--- config.mk ---
export PLATFORM = sky130hd
export DESIGN_NAME = edid_block_generator
export DESIGN_NICKNAME = d
export VERILOG_FILES = /design/src/hdl/edidbg_pkg.sv /design/src/hdl/edidbg_ctrl.sv /design/src/hdl/edidbg_dp.sv /design/src/hdl/edid_block_generator.sv
export SDC_FILE = /design/constraint.sdc
export NUM_CORES = 2
export LEC_CHECK = 0
export ABC_AREA = 1
export BUFFER_PORTS_ARGS = -buffer_cell sky130_fd_sc_hd__clkbuf_2
export CAP_MARGIN = 20
export CORE_MARGIN = 10
export CORE_UTILIZATION = 70
export CTS_CLUSTER_SIZE = 24
export DETAILED_ROUTE_END_ITERATION = 6
export PLACE_DENSITY = 0.93
export SLEW_MARGIN = 20
export SYNTH_ARGS = -nofsm -noshare
export SYNTH_HDL_FRONTEND = slang
export SYNTH_HIERARCHICAL = 1
export SYNTH_SLANG_ARGS = --single-unit
--- constraint.sdc ---
create_clock -name i_clk -period 16.8 [get_ports i_clk]
set_clock_uncertainty 0.2 [all_clocks]
set_input_delay 0 -clock i_clk [delete_from_list [all_inputs] [get_ports i_clk]]
set_output_delay 0 -clock i_clk [all_outputs]
set_load 0.01 [all_outputs]
--- src/hdl/edidbg_pkg.sv ---
// shared types, constants and mode tables for the edid block generator
`timescale 1ns / 1ps
package edidbg_pkg;

    localparam int BLOCK_BYTES = 128;
    localparam int POS_W       = $clog2(BLOCK_BYTES);

    // configuration register indexes
    localparam logic [2:0] CFG_PREF_W  = 3'd0;
    localparam logic [2:0] CFG_PREF_H  = 3'd1;
    localparam logic [2:0] CFG_CEIL_W  = 3'd2;
    localparam logic [2:0] CFG_CEIL_H  = 3'd3;
    localparam logic [2:0] CFG_REFRESH = 3'd4;

    // fixed porches
    localparam logic [7:0] H_BLANK = 8'd160;
    localparam logic [7:0] H_FRONT = 8'd48;
    localparam logic [7:0] H_SYNC  = 8'd32;
    localparam logic [7:0] V_BLANK = 8'd38;
    localparam logic [7:0] V_FS    = 8'h36;   // front 3, sync 6
    localparam logic [7:0] DESC_TAIL = 8'h1e;

    // clock / 10000: saturate at or above 65536 * 10000, else (x >> 4) * ceil(2^36 / 625) >> 36
    localparam logic [33:0] CLK_SAT   = 34'd655360000;
    localparam logic [26:0] RECIP_625 = 27'd109951163;

    // byte positions
    localparam logic [6:0] POS_REV    = 7'd19;
    localparam logic [6:0] POS_FEAT   = 7'd24;
    localparam logic [6:0] POS_EST1   = 7'h23;
    localparam logic [6:0] POS_LADDER = 7'h26;
    localparam logic [6:0] POS_DESC1  = 7'h36;
    localparam logic [6:0] POS_DESC2  = 7'h48;
    localparam logic [6:0] POS_DESC3  = 7'h5a;
    localparam logic [6:0] POS_DESC4  = 7'h6c;
    localparam logic [6:0] POS_END    = 7'h7e;
    localparam logic [6:0] POS_CSUM   = 7'(BLOCK_BYTES - 1);

    typedef struct packed {
        logic load_in;
        logic sel;
        logic mul1;
        logic mul2;
        logic div;
        logic load_out;
    } t_dp_cmd;

    typedef struct packed {
        logic out_full;
    } t_dp_stat;

    localparam logic [11:0] EST1_W [0:13] = '{720, 640, 640, 640, 800, 800, 800, 800,
                                              832, 1024, 1024, 1024, 1280, 1152};
    localparam logic [11:0] EST1_H [0:13] = '{400, 480, 480, 480, 600, 600, 600, 600,
                                              624, 768, 768, 768, 1024, 870};
    localparam logic [1:0]  EST1_I [0:13] = '{0, 0, 0, 0, 0, 0, 1, 1, 1, 1, 1, 1, 1, 2};
    localparam logic [2:0]  EST1_B [0:13] = '{7, 5, 3, 2, 1, 0, 7, 6, 5, 3, 2, 1, 0, 7};

    // entry i sits in byte i/8, bit 7 - i%8
    localparam logic [11:0] EST3_W [0:43] = '{
        640, 640, 720, 640, 848, 800, 1024, 1152,
        1280, 1280, 1280, 1280, 1280, 1280, 1280, 1280,
        1360, 1440, 1440, 1440, 1440, 1400, 1400, 1400,
        1400, 1680, 1680, 1680, 1680, 1600, 1600, 1600,
        1600, 1600, 1792, 1792, 1856, 1856, 1920, 1920,
        1920, 1920, 1920, 1920};
    localparam logic [11:0] EST3_H [0:43] = '{
        350, 400, 400, 480, 480, 600, 768, 864,
        768, 768, 768, 768, 960, 960, 1024, 1024,
        768, 900, 900, 900, 900, 1050, 1050, 1050,
        1050, 1050, 1050, 1050, 1050, 1200, 1200, 1200,
        1200, 1200, 1344, 1344, 1392, 1392, 1200, 1200,
        1200, 1200, 1440, 1440};

    localparam logic [11:0] LAD_W [0:7] = '{1280, 1440, 1600, 1680, 1920, 1152, 1280, 1280};
    localparam logic [11:0] LAD_H [0:7] = '{1024, 900, 1200, 1050, 1080, 864, 960, 720};
    localparam logic [1:0]  LAD_A [0:7] = '{2, 0, 1, 0, 3, 1, 1, 3};

    localparam logic [11:0] DET_W [0:2] = '{3840, 3440, 2560};
    localparam logic [11:0] DET_H [0:2] = '{2160, 1440, 1440};

    function automatic logic [7:0] est1_byte(input logic [1:0] idx,
                                             input logic [11:0] cw, input logic [11:0] ch);
        logic [7:0] v;
        v = '0;
        for (int i = 0; i < 14; i++) begin
            if (EST1_I[i] == idx && EST1_W[i] <= cw && EST1_H[i] <= ch) begin
                v[EST1_B[i]] = 1'b1;
            end
        end
        return v;
    endfunction

    function automatic logic [7:0] est3_byte(input logic [2:0] idx,
                                             input logic [11:0] cw, input logic [11:0] ch);
        logic [7:0] v;
        v = '0;
        for (int b = 0; b < 8; b++) begin
            for (int i = 0; i < 44; i++) begin
                if (i == int'(idx) * 8 + 7 - b && EST3_W[i] <= cw && EST3_H[i] <= ch) begin
                    v[b] = 1'b1;
                end
            end
        end
        return v;
    endfunction

    function automatic logic [7:0] ladder_byte(input logic [3:0] off,
                                               input logic [11:0] cw, input logic [11:0] ch);
        logic [7:0] v;
        logic [3:0] found;
        logic       done;
        v = 8'h01;
        found = '0;
        done = 1'b0;
        for (int e = 0; e < 8; e++) begin
            if (!done && LAD_W[e] <= cw && LAD_H[e] <= ch) begin
                if (found == {1'b0, off[3:1]}) begin
                    v = off[0] ? {LAD_A[e], 6'd0} : 8'((LAD_W[e] >> 3) - 12'd31);
                    done = 1'b1;
                end
                found = found + 4'd1;
            end
        end
        return v;
    endfunction

    function automatic logic [7:0] timing_byte(input logic [4:0] k, input logic [11:0] w,
                                               input logic [11:0] h, input logic [15:0] clk);
        logic [7:0] v;
        case (k)
            5'd0:    v = clk[7:0];
            5'd1:    v = clk[15:8];
            5'd2:    v = w[7:0];
            5'd3:    v = H_BLANK;
            5'd4:    v = {w[11:8], 4'd0};
            5'd5:    v = h[7:0];
            5'd6:    v = V_BLANK;
            5'd7:    v = {h[11:8], 4'd0};
            5'd8:    v = H_FRONT;
            5'd9:    v = H_SYNC;
            5'd10:   v = V_FS;
            5'd17:   v = DESC_TAIL;
            default: v = 8'd0;
        endcase
        return v;
    endfunction

endpackage

--- src/hdl/edidbg_ctrl.sv ---
// sequencer for one byte: select mode, two multiplies, scale, emit
`timescale 1ns / 1ps
module edidbg_ctrl (
    input  logic                i_clk,
    input  logic                i_rst_n,
    input  logic                i_in_valid,
    output logic                o_in_ready,
    input  logic                i_out_ready,
    input  edidbg_pkg::t_dp_stat i_stat,
    output edidbg_pkg::t_dp_cmd  o_cmd
);
    import edidbg_pkg::*;

    localparam logic [2:0] S_IDLE = 3'd0;
    localparam logic [2:0] S_SEL  = 3'd1;
    localparam logic [2:0] S_MUL1 = 3'd2;
    localparam logic [2:0] S_MUL2 = 3'd3;
    localparam logic [2:0] S_DIV  = 3'd4;
    localparam logic [2:0] S_DONE = 3'd5;

    logic [2:0] r_state, n_state;
    logic       w_emit;

    assign o_in_ready = (r_state == S_IDLE);
    assign w_emit     = (r_state == S_DONE) && (!i_stat.out_full || i_out_ready);

    always_comb begin
        n_state = r_state;
        case (r_state)
            S_IDLE:  if (i_in_valid) n_state = S_SEL;
            S_SEL:   n_state = S_MUL1;
            S_MUL1:  n_state = S_MUL2;
            S_MUL2:  n_state = S_DIV;
            S_DIV:   n_state = S_DONE;
            S_DONE:  if (w_emit) n_state = S_IDLE;
            default: n_state = S_IDLE;
        endcase
    end

    always_comb begin
        o_cmd          = '0;
        o_cmd.load_in  = (r_state == S_IDLE) && i_in_valid;
        o_cmd.sel      = (r_state == S_SEL);
        o_cmd.mul1     = (r_state == S_MUL1);
        o_cmd.mul2     = (r_state == S_MUL2);
        o_cmd.div      = (r_state == S_DIV);
        o_cmd.load_out = w_emit;
    end

    always_ff @(posedge i_clk) begin
        if (!i_rst_n) begin
            r_state <= S_IDLE;
        end else begin
            r_state <= n_state;
        end
    end

endmodule

--- src/hdl/edidbg_dp.sv ---
// datapath: config registers, position and sum, dot clock and byte patching
`timescale 1ns / 1ps
module edidbg_dp (
    input  logic                 i_clk,
    input  logic                 i_rst_n,
    input  logic                 i_cfg_wr_en,
    input  logic [2:0]           i_cfg_index,
    input  logic [11:0]          i_cfg_data,
    input  logic [7:0]           i_base_byte,
    input  logic                 i_block_start,
    input  edidbg_pkg::t_dp_cmd  i_cmd,
    output edidbg_pkg::t_dp_stat o_stat,
    output logic [7:0]           o_edid_byte,
    output logic                 o_block_end,
    output logic                 o_out_valid,
    input  logic                 i_out_ready
);
    import edidbg_pkg::*;

    logic [11:0] r_pref_w, r_pref_h, r_ceil_w, r_ceil_h;
    logic [7:0]  r_hz;
    logic [6:0]  r_pos, r_cur;
    logic [7:0]  r_sum, r_base;
    logic [11:0] r_tw, r_th;
    logic        r_hit;
    logic [25:0] r_p1;
    logic [33:0] r_p2;
    logic [15:0] r_clk;
    logic [7:0]  r_out;
    logic        r_last, r_valid;

    logic [11:0] w_cw, w_ch;
    logic [2:0]  w_fit;
    logic [1:0]  w_m0, w_m1;
    logic        w_h0, w_h1;
    logic [52:0] w_q;
    logic [7:0]  w_byte;
    logic [6:0]  w_k7;

    assign w_cw = (r_ceil_w < r_pref_w) ? r_pref_w : r_ceil_w;
    assign w_ch = (r_ceil_h < r_pref_h) ? r_pref_h : r_ceil_h;

    // detail-only modes that fit and differ from the preferred one
    always_comb begin
        w_m0 = 2'd0;
        w_m1 = 2'd0;
        w_h0 = 1'b0;
        w_h1 = 1'b0;
        for (int m = 0; m < 3; m++) begin
            w_fit[m] = DET_W[m] <= w_cw && DET_H[m] <= w_ch
                       && !(DET_W[m] == r_pref_w && DET_H[m] == r_pref_h);
        end
        for (int m = 2; m >= 0; m--) begin
            if (w_fit[m]) begin
                w_m1 = w_m0;
                w_h1 = w_h0;
                w_m0 = 2'(m);
                w_h0 = 1'b1;
            end
        end
    end

    assign w_q = {1'b0, r_p2[29:4]} * {26'd0, RECIP_625};

    always_comb begin
        w_byte = r_base;
        w_k7   = '0;
        if (r_cur == POS_CSUM) begin
            w_byte = 8'd0 - r_sum;
        end else if (r_cur == POS_REV) begin
            w_byte = 8'd3;
        end else if (r_cur == POS_FEAT) begin
            w_byte = r_base | 8'h02;
        end else if (r_cur >= POS_EST1 && r_cur < POS_LADDER) begin
            w_k7   = r_cur - POS_EST1;
            w_byte = est1_byte(w_k7[1:0], w_cw, w_ch);
        end else if (r_cur >= POS_LADDER && r_cur < POS_DESC1) begin
            w_k7   = r_cur - POS_LADDER;
            w_byte = ladder_byte(w_k7[3:0], w_cw, w_ch);
        end else if (r_cur >= POS_DESC1 && r_cur < POS_DESC2) begin
            w_k7   = r_cur - POS_DESC1;
            w_byte = timing_byte(w_k7[4:0], r_tw, r_th, r_clk);
        end else if (r_cur >= POS_DESC2 && r_cur < POS_DESC3) begin
            w_k7 = r_cur - POS_DESC2;
            if (w_k7 == 7'd3) begin
                w_byte = 8'hf7;
            end else if (w_k7 == 7'd5) begin
                w_byte = 8'h0a;
            end else if (w_k7 >= 7'd6 && w_k7 < 7'd12) begin
                w_byte = est3_byte(3'(w_k7 - 7'd6), w_cw, w_ch);
            end else begin
                w_byte = 8'd0;
            end
        end else if (r_cur >= POS_DESC3 && r_cur < POS_END) begin
            w_k7 = (r_cur >= POS_DESC4) ? r_cur - POS_DESC4 : r_cur - POS_DESC3;
            if (r_hit) begin
                w_byte = timing_byte(w_k7[4:0], r_tw, r_th, r_clk);
            end
        end
    end

    assign o_stat.out_full = r_valid;
    assign o_edid_byte     = r_out;
    assign o_block_end     = r_last;
    assign o_out_valid     = r_valid;

    always_ff @(posedge i_clk) begin
        if (!i_rst_n) begin
            r_pref_w <= 12'd1024;
            r_pref_h <= 12'd768;
            r_ceil_w <= '0;
            r_ceil_h <= '0;
            r_hz     <= 8'd60;
        end else if (i_cfg_wr_en) begin
            case (i_cfg_index)
                CFG_PREF_W:  r_pref_w <= i_cfg_data;
                CFG_PREF_H:  r_pref_h <= i_cfg_data;
                CFG_CEIL_W:  r_ceil_w <= i_cfg_data;
                CFG_CEIL_H:  r_ceil_h <= i_cfg_data;
                CFG_REFRESH: r_hz     <= i_cfg_data[7:0];
                default:     ;
            endcase
        end
    end

    always_ff @(posedge i_clk) begin
        if (!i_rst_n) begin
            r_pos   <= '0;
            r_sum   <= '0;
            r_valid <= 1'b0;
        end else begin
            if (i_cmd.load_in && i_block_start) begin
                r_sum <= '0;
            end
            if (i_cmd.load_out) begin
                r_valid <= 1'b1;
                r_pos   <= r_cur + 7'd1;
                r_sum   <= (r_cur == POS_CSUM) ? 8'd0 : r_sum + w_byte;
            end else if (i_out_ready) begin
                r_valid <= 1'b0;
            end
        end
    end

    always_ff @(posedge i_clk) begin
        if (i_cmd.load_in) begin
            r_cur  <= i_block_start ? 7'd0 : r_pos;
            r_base <= i_base_byte;
        end
        if (i_cmd.sel) begin
            if (r_cur < POS_DESC3) begin
                r_tw  <= r_pref_w;
                r_th  <= r_pref_h;
                r_hit <= 1'b1;
            end else if (r_cur < POS_DESC4) begin
                r_tw  <= DET_W[w_m0];
                r_th  <= DET_H[w_m0];
                r_hit <= w_h0;
            end else begin
                r_tw  <= DET_W[w_m1];
                r_th  <= DET_H[w_m1];
                r_hit <= w_h1;
            end
        end
        if (i_cmd.mul1) begin
            r_p1 <= ({1'b0, r_tw} + 13'(H_BLANK)) * ({1'b0, r_th} + 13'(V_BLANK));
        end
        if (i_cmd.mul2) begin
            r_p2 <= {8'd0, r_p1} * {26'd0, r_hz};
        end
        if (i_cmd.div) begin
            r_clk <= (r_p2 >= CLK_SAT) ? 16'hffff : w_q[51:36];
        end
        if (i_cmd.load_out) begin
            r_out  <= w_byte;
            r_last <= (r_cur == POS_CSUM);
        end
    end

endmodule

--- src/hdl/edid_block_generator.sv ---
// top level of the edid base block generator
//
//  channel     dir  width  contents
//  s_axis      in   8+1    tdata base_byte, tuser block_start
//  m_axis      out  8+1    tdata edid_byte, tlast block_end
//  cfg write   in   3+12   register index, write data
//
// every byte steps through accept, mode select, two dot clock multiplies
// (sizes, then refresh), reciprocal scaling by 1/10000, output load
// the single dot clock datapath is shared by all bytes, one byte in flight
// a full output register waiting on m_axis_tready holds the sequencer in its last step
// synchronous active-low reset restores default registers, position 0 and a zero sum
`timescale 1ns / 1ps
module edid_block_generator (
    input  logic        i_clk,
    input  logic        i_rst_n,
    input  logic        s_axis_tvalid,
    output logic        s_axis_tready,
    input  logic [7:0]  s_axis_tdata,   // [7:0] base_byte
    input  logic        s_axis_tuser,   // [0] block_start
    output logic        m_axis_tvalid,
    input  logic        m_axis_tready,
    output logic [7:0]  m_axis_tdata,   // [7:0] edid_byte
    output logic        m_axis_tlast,   // block_end, on the checksum byte
    input  logic        i_cfg_wr_en,
    input  logic [2:0]  i_cfg_index,
    input  logic [11:0] i_cfg_data
);
    import edidbg_pkg::*;

    t_dp_cmd  w_cmd;
    t_dp_stat w_stat;

    // sequencer: one transfer in, one byte out
    edidbg_ctrl u_ctrl (
        .i_clk       (i_clk),
        .i_rst_n     (i_rst_n),
        .i_in_valid  (s_axis_tvalid),
        .o_in_ready  (s_axis_tready),
        .i_out_ready (m_axis_tready),
        .i_stat      (w_stat),
        .o_cmd       (w_cmd)
    );

    // patching datapath with output register
    edidbg_dp u_dp (
        .i_clk         (i_clk),
        .i_rst_n       (i_rst_n),
        .i_cfg_wr_en   (i_cfg_wr_en),
        .i_cfg_index   (i_cfg_index),
        .i_cfg_data    (i_cfg_data),
        .i_base_byte   (s_axis_tdata),
        .i_block_start (s_axis_tuser),
        .i_cmd         (w_cmd),
        .o_stat        (w_stat),
        .o_edid_byte   (m_axis_tdata),
        .o_block_end   (m_axis_tlast),
        .o_out_valid   (m_axis_tvalid),
        .i_out_ready   (m_axis_tready)
    );

endmodule
==> results.yml <==
route:
  dr.first_iter.drc_count: 2730
  wirelength_um: 101000
  wire_per_inst_um: 20.4
  vias: 29715
  viasPerCell: 5.98
  met2_length_um: 49000
  first_pass_iters: 7
  top_layer_used: "met5"
  route.detailed.drc: 28
  wl_met3_um: 9240
  drt-met1-wl_um: 35600
  detail-route-antenna-nets: 0
synthesis:
  yosys_warnings: 6
  syn_area_sq_um: 35900
  yosys_register_bits: 196
  ys_seq_area_frac: 0.143
  synthTopCellsByArea: "fa_1 (32%), ha_1 (16%), inv_1 (11%), edfxtp_1 (10%), nand2_1 (7.5%)"
  synth_nets: 5325
  syn_area_per_cell_sq_um: 8.39
  synthFlopType: "edfxtp_1"
  synth_edf_count: 121
  yosysTopAreaCellShare: 0.316
  synthCells: 4279
  synth_cell_types: 66
  async_flop_share: 0
  synth_top_area_cell: "fa_1"
grt:
  grt_pass1_vias: 30675
  grt_pass1_wl_um: 162000
  antenna_found_initial: 3
  grt_max_degree: 65
  grtUsageTotal: 0.341
  overflow: 0
sta:
  finalHoldViolCount: 0
  timing.final.crit_share: 0.499
  fin_crit_ns: 8.39
  max_freq_mhz: 119
  slew_violations: 0
  grt_setup_unrepaired: "no"
  tightest_slew_ns: 1.03
  fin_setup_tns_ns: 0
  finalSetupViolCount: 0
  slew_headroom: 0.303
floorplan:
  die_h_um: 246
  initial_core_util: 0.711
  core_region_area_sq_um: 50500
  num_rows: 82
  io_pins: 40
  die_area_sq_um: 60800
  die_w_um: 246
clock_tree:
  cts-root-buf: "clkbuf_16"
  cts_sinks: 196
  post_cts_buffers: 0
  insertion_delay_ns: 0.49
  numCtsBuffers: 17
  clkTransAtPathRegs_ns: 0.09
  cts_tree: "done"
  clockBufferDepth: 2
  htreeDepth: 4
status:
  failed_checks: "DRC"
  outcome: "complete, but fails checks"
critical_path:
  crit_path_end: "u_dp/r_sum[7]"
  rr_worst_depth: 58
  required_ns: 17.00
  crit_type: "reg2reg"
  rr_endpoint: "u_dp/r_sum[7]"
  critPathMaxFanout: 12
  worstPathArrival_ns: 8.59
  max_stage_delay_ns: 0.40
  cpMaxStageDelayCell: "dfxtp_1"
  rrSetupSlack_ns: 8.41
  regToRegStartpoint: "u_dp/r_pref_w[10]"
  cp-start-kind: "flop"
  endpoint_kind: "flop"
  cp-startpoint: "u_dp/r_pref_w[10]"
min_path:
  hp-class: "in2reg"
  whs_path_depth: 3
finish:
  area_growth_pct: 4.88
  drive_gt1_frac: 0.0459
  fillers: 3577
  layout_common_cells: "inv_1 (1086), nand2_1 (713), fa_1 (567), ha_1 (450), nor2_1 (278)"
  layout_commonest_cell: "inv_1"
  layout.nets: 5329
place:
  numPortBuffers: 39
  place.gp.congestion: 1.07
  dp_hpwl_um: 82700
run:
  drv_cap: 0
cell type report:
| cell class | instances | area, sq um | area share |
|---|---|---|---|
| Clock buffer | 17 | 425 | 0.0113 |
| Clock inverter | 15 | 234 | 0.00621 |
| Sequential cell | 196 | 5130 | 0.136 |
| Tap cell | 672 | 841 | 0.0223 |
| Multi-Input combinational cell | 2882 | 26300 | 0.697 |
| Inverter | 1099 | 4130 | 0.110 |
| Timing Repair Buffer | 87 | 631 | 0.0167 |
| Antenna cell | 3 | 7.51 | 0.000199 |
worst max-delay path: cells and delay by family (launching register included):
family | cells | cell delay, ns
flops | 1 | 0.40
simple gates | 33 | 3.40
xor+xnor | 2 | 0.44
fa+ha+maj | 6 | 1.72
buf+inv | 8 | 0.62
compound gates | 9 | 1.51
worst min-delay path by stage:
stage	slack (ns)	start	to
after floorplan	-0.10	s_axis_tdata[0]	u_dp/r_base[0]
after global placement	0.03	s_axis_tdata[0]	u_dp/r_base[0]
after detailed placement	0.02	s_axis_tdata[3]	u_dp/r_base[3]
after CTS	0.06	s_axis_tdata[1]	u_dp/r_base[1]
after global routing	0.08	s_axis_tdata[3]	u_dp/r_base[3]
final	0.03	i_rst_n	u_ctrl/r_state[0]
cell usage after synthesis (4+ instances only):
cell type  instances
a21oi_1          216
or2_2             14
o22ai_1           12
nand3_1           91
o311ai_0           4
a211oi_1          11
o211ai_1          21
nor2_2             5
a22oi_1            4
nand2_4            8
nand3b_1           4
mux2i_1            4
nand2_2           29
o2111ai_1         12
buf_1             22
edfxtp_1         121
nor2_4             8
nor2_1           279
a221oi_1          17
inv_2             11
o21ai_1            4
inv_1           1086
a21o_1             5
a31oi_1           12
o221ai_1           5
o31ai_1           10
ha_1             450
xnor2_1           15
clkbuf_1          70
nand2_1          713
nand4_1           41
a2111oi_0          4
nor3_1            34
nand3_2            8
o21ai_2            6
o21a_1             5
xor2_1            62
clkbuf_2           5
dfxtp_1           75
o21bai_1           5
nor4_1            14
o21ai_0          155
fa_1             567
metrics by stage:
step	setup slack, ns	hold slack (ns)	cell area, sq um	std cells	utilization
6_report	8.41	0.0319	37700	4971	0.746
5_1_grt	7.66	0.0767	37600	4968	0.746
4_1_cts	8.56	0.0595	37600	4968	0.746
3_5_place_dp	8.59	0.0184	36700	4906	0.727
3_3_place_gp	8.82	0.0331	36700	4906	0.727
2_1_floorplan	9.63	-0.101	35900	4279	-
per-layer routing:
layer / GRT usage / vias up
li1: - / 13238
met1: 0.397 / 14260
met2: 0.576 / 1709
met3: 0.0644 / 506
met4: 0.212 / 2
met5: 0 / -
flip-flops by register name, summed over array words and instances, names as in the netlist, 3 cells and up:
register,cells
u_dp/r_pref_w,12
u_dp/r_base,8
u_dp/r_th,12
u_dp/r_cur,7
u_dp/r_p2,30
u_dp/r_tw,12
u_ctrl/r_state,3
u_dp/r_p1,26
u_dp/r_hz,8
u_dp/r_ceil_h,12
u_dp/o_edid_byte,8
u_dp/r_clk,16
u_dp/r_pos,7
u_dp/r_pref_h,12
u_dp/r_ceil_w,12
u_dp/r_sum,8
cells by family after synthesis:
logic type                 count (synthesis)  share of synthesized area
AOI/OAI and AO/OA                        529                     0.0873
xor gates and xnor gates                  78                     0.0192
adders and majority gates               1017                      0.473
buffers and inverters                   1201                      0.127
DFF                                      196                      0.143
muxes                                      4                    0.00112
and+or+nand+nor                         1254                      0.150
timing repair:
item                      4_1_cts  5_1_grt
resized for setup               0        0
hold buffers                   30        0
hold endpoints to repair      108        0
Power is not shown: default switching activity piles up to over one toggle a cycle in this logic, so the estimate is an artifact.
